**src/rtl/core/bdq_pkg.sv**
```systemverilog
package bdq_pkg;

  localparam int DEPTH_DEF    = 16;
  localparam int DATA_W       = 32;
  localparam int CMD_W        = 3;
  localparam int STAT_W       = 2;
  localparam int POS_W        = 5;
  localparam int RESULT_LIMIT = 16;

  // Stream payload widths, padded to whole bytes.
  localparam int S_TDATA_W = 40;
  localparam int M_TDATA_W = 40;

  localparam logic [CMD_W-1:0] CMD_INS_FRONT = 3'd0;
  localparam logic [CMD_W-1:0] CMD_INS_BACK  = 3'd1;
  localparam logic [CMD_W-1:0] CMD_REM_FRONT = 3'd2;
  localparam logic [CMD_W-1:0] CMD_REM_BACK  = 3'd3;
  localparam logic [CMD_W-1:0] CMD_SEARCH    = 3'd4;
  localparam logic [CMD_W-1:0] CMD_LIST      = 3'd5;

  localparam logic [STAT_W-1:0] STAT_DONE      = 2'd0;
  localparam logic [STAT_W-1:0] STAT_FULL      = 2'd1;
  localparam logic [STAT_W-1:0] STAT_EMPTY     = 2'd2;
  localparam logic [STAT_W-1:0] STAT_NOT_FOUND = 2'd3;

endpackage

```
**src/rtl/core/bdq_ram.sv**
```systemverilog
module bdq_ram #(
  parameter int WIDTH = 32,
  parameter int DEPTH = 16,
  parameter int AW    = (DEPTH > 1) ? $clog2(DEPTH) : 1
) (
  input  logic             clk_i,
  input  logic             we_i,
  input  logic [AW-1:0]    waddr_i,
  input  logic [WIDTH-1:0] wdata_i,
  input  logic             re_i,
  input  logic [AW-1:0]    raddr_i,
  output logic [WIDTH-1:0] rdata_o
);

  logic [WIDTH-1:0] mem_q [DEPTH];
  logic [WIDTH-1:0] rdata_q;

  always_ff @(posedge clk_i) begin
    if (we_i) begin
      mem_q[waddr_i] <= wdata_i;
    end
  end

  // Read data holds while no read is issued.
  always_ff @(posedge clk_i) begin
    if (re_i) begin
      rdata_q <= mem_q[raddr_i];
    end
  end

  assign rdata_o = rdata_q;

endmodule

```
**src/rtl/core/bounded_deque_with_search_unit.sv**
```systemverilog
// Channel   Dir  Handshake                    Payload (lowest bit first)
// s_axis    in   s_axis_tvalid_i/tready_o     tdata: cmd[2:0], value[34:3], zero pad
// m_axis    out  m_axis_tvalid_o/tready_i     tdata: status[1:0], position[6:2],
//                                             element[38:7], zero pad; tlast: last
//
// Inserts, removes and commands on an empty store each give one result beat;
// unused commands give none. The beat sits in the output register from the next cycle.
// A search reads from the front and stops at the first match or at the last element;
// a list gives one beat per element, at most RESULT_LIMIT, one store read a cycle
// through the RAM port while the output is not stalled. A stalled output beat holds
// the walk; no new beat is accepted until the walk ends. Reset clears the front index,
// the occupancy and the control state; store contents are left as they are.
module bounded_deque_with_search_unit #(
  parameter int DEPTH = bdq_pkg::DEPTH_DEF
) (
  input  logic                          clk_i,
  input  logic                          rst_ni,
  input  logic                          s_axis_tvalid_i,
  output logic                          s_axis_tready_o,
  input  logic [bdq_pkg::S_TDATA_W-1:0] s_axis_tdata_i,  // cmd, value, pad
  output logic                          m_axis_tvalid_o,
  input  logic                          m_axis_tready_i,
  output logic [bdq_pkg::M_TDATA_W-1:0] m_axis_tdata_o,  // status, position, element, pad
  output logic                          m_axis_tlast_o
);

  import bdq_pkg::*;

  localparam int AW = $clog2(DEPTH);
  localparam int CW = $clog2(DEPTH + 1);

  localparam logic ST_IDLE = 1'b0;
  localparam logic ST_WALK = 1'b1;

  logic state_q, state_d;
  logic [AW-1:0] front_q, front_d;
  logic [CW-1:0] occ_q, occ_d;
  logic [AW-1:0] idx_q, idx_d;
  logic [CW-1:0] lim_q, lim_d;
  logic walk_list_q, walk_list_d;
  logic [DATA_W-1:0] val_q, val_d;

  logic              out_valid_q, out_valid_d;
  logic [STAT_W-1:0] out_status_q, out_status_d;
  logic [POS_W-1:0]  out_pos_q, out_pos_d;
  logic [DATA_W-1:0] out_elem_q, out_elem_d;
  logic              out_last_q, out_last_d;

  logic [CMD_W-1:0]  in_cmd;
  logic [DATA_W-1:0] in_value;
  logic              can_go;
  logic              s_acc;
  logic              full, empty;
  logic [AW-1:0]     front_dec, front_inc;
  logic [AW-1:0]     slot_off;
  logic [AW:0]       slot_sum;
  logic [AW-1:0]     slot_addr;
  logic [CW-1:0]     idx_p1;
  logic              last_hit;

  logic              ram_we, ram_re;
  logic [AW-1:0]     ram_waddr;
  logic [DATA_W-1:0] ram_rdata;

  logic              emit;
  logic [STAT_W-1:0] e_status;
  logic [POS_W-1:0]  e_pos;
  logic [DATA_W-1:0] e_elem;
  logic              e_last;

  assign in_cmd   = s_axis_tdata_i[CMD_W-1:0];
  assign in_value = s_axis_tdata_i[CMD_W+DATA_W-1:CMD_W];

  assign can_go          = !out_valid_q || m_axis_tready_i;
  assign s_axis_tready_o = (state_q == ST_IDLE) && can_go;
  assign s_acc           = s_axis_tvalid_i && s_axis_tready_o;

  assign full  = (occ_q == CW'(DEPTH));
  assign empty = (occ_q == '0);

  assign front_dec = (front_q == '0) ? AW'(DEPTH - 1) : front_q - AW'(1);
  assign front_inc = (front_q == AW'(DEPTH - 1)) ? '0 : front_q + AW'(1);

  assign idx_p1   = CW'(idx_q) + CW'(1);
  assign last_hit = (idx_p1 == lim_q);

  // One ring adder serves the walk reads, including the first read at the front, and the back insert.
  always_comb begin
    if (state_q == ST_WALK) begin
      slot_off = idx_q + AW'(1);
    end else if (in_cmd == CMD_INS_BACK) begin
      slot_off = occ_q[AW-1:0];
    end else begin
      slot_off = '0;
    end
    slot_sum = {1'b0, front_q} + {1'b0, slot_off};
    if (slot_sum >= (AW+1)'(DEPTH)) begin
      slot_addr = AW'(slot_sum - (AW+1)'(DEPTH));
    end else begin
      slot_addr = slot_sum[AW-1:0];
    end
  end

  always_comb begin
    state_d     = state_q;
    front_d     = front_q;
    occ_d       = occ_q;
    idx_d       = idx_q;
    lim_d       = lim_q;
    walk_list_d = walk_list_q;
    val_d       = val_q;
    ram_we      = 1'b0;
    ram_re      = 1'b0;
    ram_waddr   = slot_addr;
    emit        = 1'b0;
    e_status    = STAT_DONE;
    e_pos       = '0;
    e_elem      = '0;
    e_last      = 1'b1;

    unique case (state_q)
      ST_IDLE: begin
        if (s_acc) begin
          unique case (in_cmd)
            CMD_INS_FRONT: begin
              emit = 1'b1;
              if (full) begin
                e_status = STAT_FULL;
              end else begin
                ram_we    = 1'b1;
                ram_waddr = front_dec;
                front_d   = front_dec;
                occ_d     = occ_q + CW'(1);
              end
            end
            CMD_INS_BACK: begin
              emit = 1'b1;
              if (full) begin
                e_status = STAT_FULL;
              end else begin
                ram_we = 1'b1;
                occ_d  = occ_q + CW'(1);
              end
            end
            CMD_REM_FRONT: begin
              emit = 1'b1;
              if (empty) begin
                e_status = STAT_EMPTY;
              end else begin
                front_d = front_inc;
                occ_d   = occ_q - CW'(1);
              end
            end
            CMD_REM_BACK: begin
              emit = 1'b1;
              if (empty) begin
                e_status = STAT_EMPTY;
              end else begin
                occ_d = occ_q - CW'(1);
              end
            end
            CMD_SEARCH, CMD_LIST: begin
              if (empty) begin
                emit     = 1'b1;
                e_status = STAT_EMPTY;
              end else begin
                ram_re      = 1'b1;
                idx_d       = '0;
                walk_list_d = (in_cmd == CMD_LIST);
                val_d       = in_value;
                state_d     = ST_WALK;
                if ((in_cmd == CMD_LIST) && (int'(occ_q) > RESULT_LIMIT)) begin
                  lim_d = CW'(RESULT_LIMIT);
                end else begin
                  lim_d = occ_q;
                end
              end
            end
            default: begin
            end
          endcase
        end
      end
      ST_WALK: begin
        // The read data always belongs to the element at offset idx_q.
        if (can_go) begin
          if (walk_list_q) begin
            emit   = 1'b1;
            e_pos  = POS_W'(idx_p1);
            e_elem = ram_rdata;
            e_last = last_hit;
            if (last_hit) begin
              state_d = ST_IDLE;
            end else begin
              ram_re = 1'b1;
              idx_d  = idx_q + AW'(1);
            end
          end else if (ram_rdata == val_q) begin
            emit    = 1'b1;
            e_pos   = POS_W'(idx_p1);
            state_d = ST_IDLE;
          end else if (last_hit) begin
            emit     = 1'b1;
            e_status = STAT_NOT_FOUND;
            state_d  = ST_IDLE;
          end else begin
            ram_re = 1'b1;
            idx_d  = idx_q + AW'(1);
          end
        end
      end
      default: begin
        state_d = ST_IDLE;
      end
    endcase
  end

  always_comb begin
    out_valid_d  = out_valid_q && !m_axis_tready_i;
    out_status_d = out_status_q;
    out_pos_d    = out_pos_q;
    out_elem_d   = out_elem_q;
    out_last_d   = out_last_q;
    if (emit) begin
      out_valid_d  = 1'b1;
      out_status_d = e_status;
      out_pos_d    = e_pos;
      out_elem_d   = e_elem;
      out_last_d   = e_last;
    end
  end

  always_ff @(posedge clk_i or negedge rst_ni) begin
    if (!rst_ni) begin
      state_q     <= ST_IDLE;
      front_q     <= '0;
      occ_q       <= '0;
      out_valid_q <= 1'b0;
    end else begin
      state_q     <= state_d;
      front_q     <= front_d;
      occ_q       <= occ_d;
      out_valid_q <= out_valid_d;
    end
  end

  always_ff @(posedge clk_i) begin
    idx_q        <= idx_d;
    lim_q        <= lim_d;
    walk_list_q  <= walk_list_d;
    val_q        <= val_d;
    out_status_q <= out_status_d;
    out_pos_q    <= out_pos_d;
    out_elem_q   <= out_elem_d;
    out_last_q   <= out_last_d;
  end

  bdq_ram #(
    .WIDTH (DATA_W),
    .DEPTH (DEPTH),
    .AW    (AW)
  ) u_store (
    .clk_i   (clk_i),
    .we_i    (ram_we),
    .waddr_i (ram_waddr),
    .wdata_i (in_value),
    .re_i    (ram_re),
    .raddr_i (slot_addr),
    .rdata_o (ram_rdata)
  );

  assign m_axis_tvalid_o = out_valid_q;
  assign m_axis_tlast_o  = out_last_q;
  assign m_axis_tdata_o  = {{(M_TDATA_W - STAT_W - POS_W - DATA_W){1'b0}},
                            out_elem_q, out_pos_q, out_status_q};

  a_occ_bounded : assert property (@(posedge clk_i) disable iff (!rst_ni)
    occ_q <= CW'(DEPTH))
    else $error("occupancy exceeds the store depth");

  a_front_in_range : assert property (@(posedge clk_i) disable iff (!rst_ni)
    front_q <= AW'(DEPTH - 1))
    else $error("front index outside the ring");

  a_no_write_in_walk : assert property (@(posedge clk_i) disable iff (!rst_ni)
    (state_q == ST_WALK) |-> (!ram_we && occ_q == $past(occ_q)))
    else $error("store changed while a walk is in progress");

  a_walk_index : assert property (@(posedge clk_i) disable iff (!rst_ni)
    (state_q == ST_WALK) |-> (CW'(idx_q) < lim_q))
    else $error("walk index beyond its limit");

  a_walk_start : assert property (@(posedge clk_i) disable iff (!rst_ni)
    (s_acc && !empty && (in_cmd == CMD_SEARCH || in_cmd == CMD_LIST))
      |=> (state_q == ST_WALK && !out_valid_q || state_q == ST_WALK))
    else $error("walk did not start after a search or list beat");

endmodule
```
**config.mk**
```make
export PLATFORM = sky130hd
export DESIGN_NAME = bounded_deque_with_search_unit
export DESIGN_NICKNAME = d
export VERILOG_FILES = /design/src/rtl/core/bdq_pkg.sv /design/src/rtl/core/bdq_ram.sv /design/src/rtl/core/bounded_deque_with_search_unit.sv
export SDC_FILE = /design/constraint.sdc
export NUM_CORES = 1
export LEC_CHECK = 0
export BUFFER_PORTS_ARGS = -buffer_cell sky130_fd_sc_hd__buf_2
export CORE_MARGIN = 3
export CORE_UTILIZATION = 45
export CTS_CLUSTER_SIZE = 28
export DETAILED_ROUTE_END_ITERATION = 12
export PLACE_DENSITY_LB_ADDON = 0.2
export SLEW_MARGIN = 20
export SYNTH_ARGS = -nofsm -noshare
export SYNTH_HDL_FRONTEND = slang
export SYNTH_HIERARCHICAL = 1
export SYNTH_SLANG_ARGS = --single-unit
```
**constraint.sdc**
```tcl
create_clock -name clk_i -period 12 [get_ports clk_i]
set_clock_uncertainty 0.05 [all_clocks]
set_input_delay 2.4 -clock clk_i [delete_from_list [all_inputs] [get_ports clk_i]]
set_output_delay 2.4 -clock clk_i [all_outputs]
set_load 0.02 [all_outputs]
```
==> run metrics <==
row cnt between 80 and 90; Synth area leader edfxtp_1; Crit path arrival time 6440 ps; fin crit share 0.524; Async S/R FF share, synth 0.0173; Yosys warnings 6; Worst Setup End Kind register; gr ovfl total 0; Peak Freq 0.159 GHz; CP max stage delay ~1100 ps; fin crit period around 6300 ps; Routed WL per cell roughly 27 um; Slowest cell on crit path fa_4; Syn Area/Cell approximately 21 um2; Die Wd ~240 um; Setup crit start kind input port; worst setup path class in2reg; mux cell area share after synthesis 0.120; die height roughly 240 um; Initial Util 0.457; Port Buffers 80; CTS tree built; Syn Std Cell Area between 0.02 and 0.025 mm2; final hold viol count 0; first-pass GRT wire length ~81 mm; CTS sink count between 600 and 700; Worst Path Buf+Inv 4; most common cell after layout, fill and taps aside edfxtp_1; IO Pins 87; vias 11800; drt pass-1 iters 5; DR vias/cell 5.77; nets@finish between 1000 and 1500; critical path, cell by cell buf_2 > inv_2 > nor4_4 > nand2_1 > o21ai_0 > ha_4 > fa_4 > inv_1 > mux2i_1 > nand2b_1 > nor2_4 > buf_4; Max-Cap Viols 0; routed wire length 55.3 mm; RSZ-0062 raised after global routing no; hold crit path type reg2reg; setup_tns 0 ps; DR iter-0 viols just under 1000; Synth Area in Compound Gates 0.0334; Post-synth EDFFs approximately 630; area growth from synthesis to layout 14.1%; Max Fanout on Critical Path 28; CTS Buf Count 69; largest net degree at the start of global routing slightly below 60; Req. time, crit path 12160 ps; main combinational cell family by area after synthesis multiplexers; DIE AREA between 0.05 and 0.06 mm2; sequential area share after synthesis 0.773; post-synthesis xor/xnor area fraction 0.0169; Yosys top cell area share 0.762; Residual DRC 0; GRT Overall Usage 0.196; largest delay contributor family on the critical path adder cells; Post-Synth Simple-Gate Area 0.0375; Worst Tran Pin Value between 1000 and 1500 ps; Slew headroom 0.259; antenna viol nets, final 0; total core area between 0.05 and 0.06 mm2; Post-CTS Hold Buffers 0; setup bufs post-CTS 0; final slew viol count 0; CTS root buffer clkbuf_16; CTS resizes 0; layout cell share with drive strength beyond 1 0.266; Synth Area in Adders 0.00669; antenna violations before repair 3; Cell variety after synth 57; hpwl dp between 20 and 30 mm; clock buffer depth 3; RePlAce Congestion between 0.7 and 0.8; Final Setup Violations 0; status completed; Top FF cell, synth edfxtp_1; Gate Count Post-Synth 1180; total number of H-tree levels 3; Synth Register Bits ~640; vias in the first global route roughly 12000; Syn Nets roughly 1200; clk_lat worst skew approximately 600 ps; Synth area leaders edfxtp_1 76%, mux4_2 12%, a22oi_1 2.0%; most frequent cells in the layout 626 x edfxtp_1, 128 x mux4_2, 80 x buf_2, 73 x clkbuf_16, 66 x a22oi_1; CTS clk-pin slew, worst paths about 50 ps
==> Yosys cell counts, drive strengths merged, types with 3 or more instances <==
cell type and count:
a21o 3, a21oi 14, a22oi 66, and2 38, buf 31, clkbuf 23
dfrtp 11, edfxtp 626, ha 10, inv 12, mux2 3, mux2i 5
mux4 128, nand2 44, nand2b 5, nand3 8, nand3b 3, nand4 8
nor2 23, nor2b 7, nor3 11, nor3b 3, nor4 6, o211ai 4
o21ai 15, o31ai 4, xnor2 43
==> layout make-up <==
class | instances | area (um2)
fillers | 4255 | 25900
repair buffers | 109 | 618
clock buffers | 84 | 1870
well taps | 696 | 871
flip-flops and latches | 637 | 19100
diodes | 1 | 2.50
clock inverters | 29 | 206
multi-input cells | 477 | 5470
inverters | 12 | 45.0
==> path summary, 6_finish.rpt <==
check                           slack [ps]  cells past startpoint                   end                 from
max in group asynchronous            10030                      1            front_q[3]               rst_ni
min in group asynchronous             1640                      1       m_axis_tvalid_o               rst_ni
worst min register to register         520                      1        out_elem_q[29]  u_store/rdata_o[29]
worst max register to register        7050                      9  u_store/mem_q[10][7]              state_q
worst max-delay path                  5720                     12  u_store/mem_q[10][7]    s_axis_tdata_i[0]
worst min-delay path                   520                      1        out_elem_q[29]  u_store/rdata_o[29]
==> metrics by stage <==
stage | util | setup slack [ps] | hold WS, ps | instance area (um2) | cells
floorplan | - | 4610 | 496 | 24700 | 1180
global placement | 0.483 | 5190 | 507 | 26100 | 1931
detailed placement | 0.483 | 5120 | 518 | 26100 | 1931
CTS | 0.521 | 5710 | 531 | 28200 | 2044
global route | 0.521 | 5450 | 553 | 28200 | 2044
finish | 0.521 | 5720 | 524 | 28200 | 2045
==> kinds of logic (layout without fill, tap and decap cells) <==
group,after synthesis,after routing
buffers and inverters,66,234
flip-flops,637,637
other,1,2
adder cells (fa/ha/maj),12,12
AND/OR/NAND/NOR,164,164
multiplexers,136,136
AO/OA/AOI/OAI,118,118
XOR/XNOR,46,46
==> layer usage <==
layer / global-route usage / wire length [um]
met1: 0.285 / 24600
met2: 0.303 / 26000
met3: 0.0370 / 3500
met4: 0.0603 / 1170
met5: 0 / 35
==> registers in the layout (all words and copies together), names as in the netlist, 2 cells and up <==
name,cells
u_store/rdata_o,32
val_q,32
lim_q,5
idx_q,4
out_elem_q,32
occ_q,5
u_store/mem_q,512
out_status_q,2
front_q,4
out_pos_q,5
Power is not shown: default switching activity piles up to over one toggle a cycle in this logic, so the estimate is an artifact.
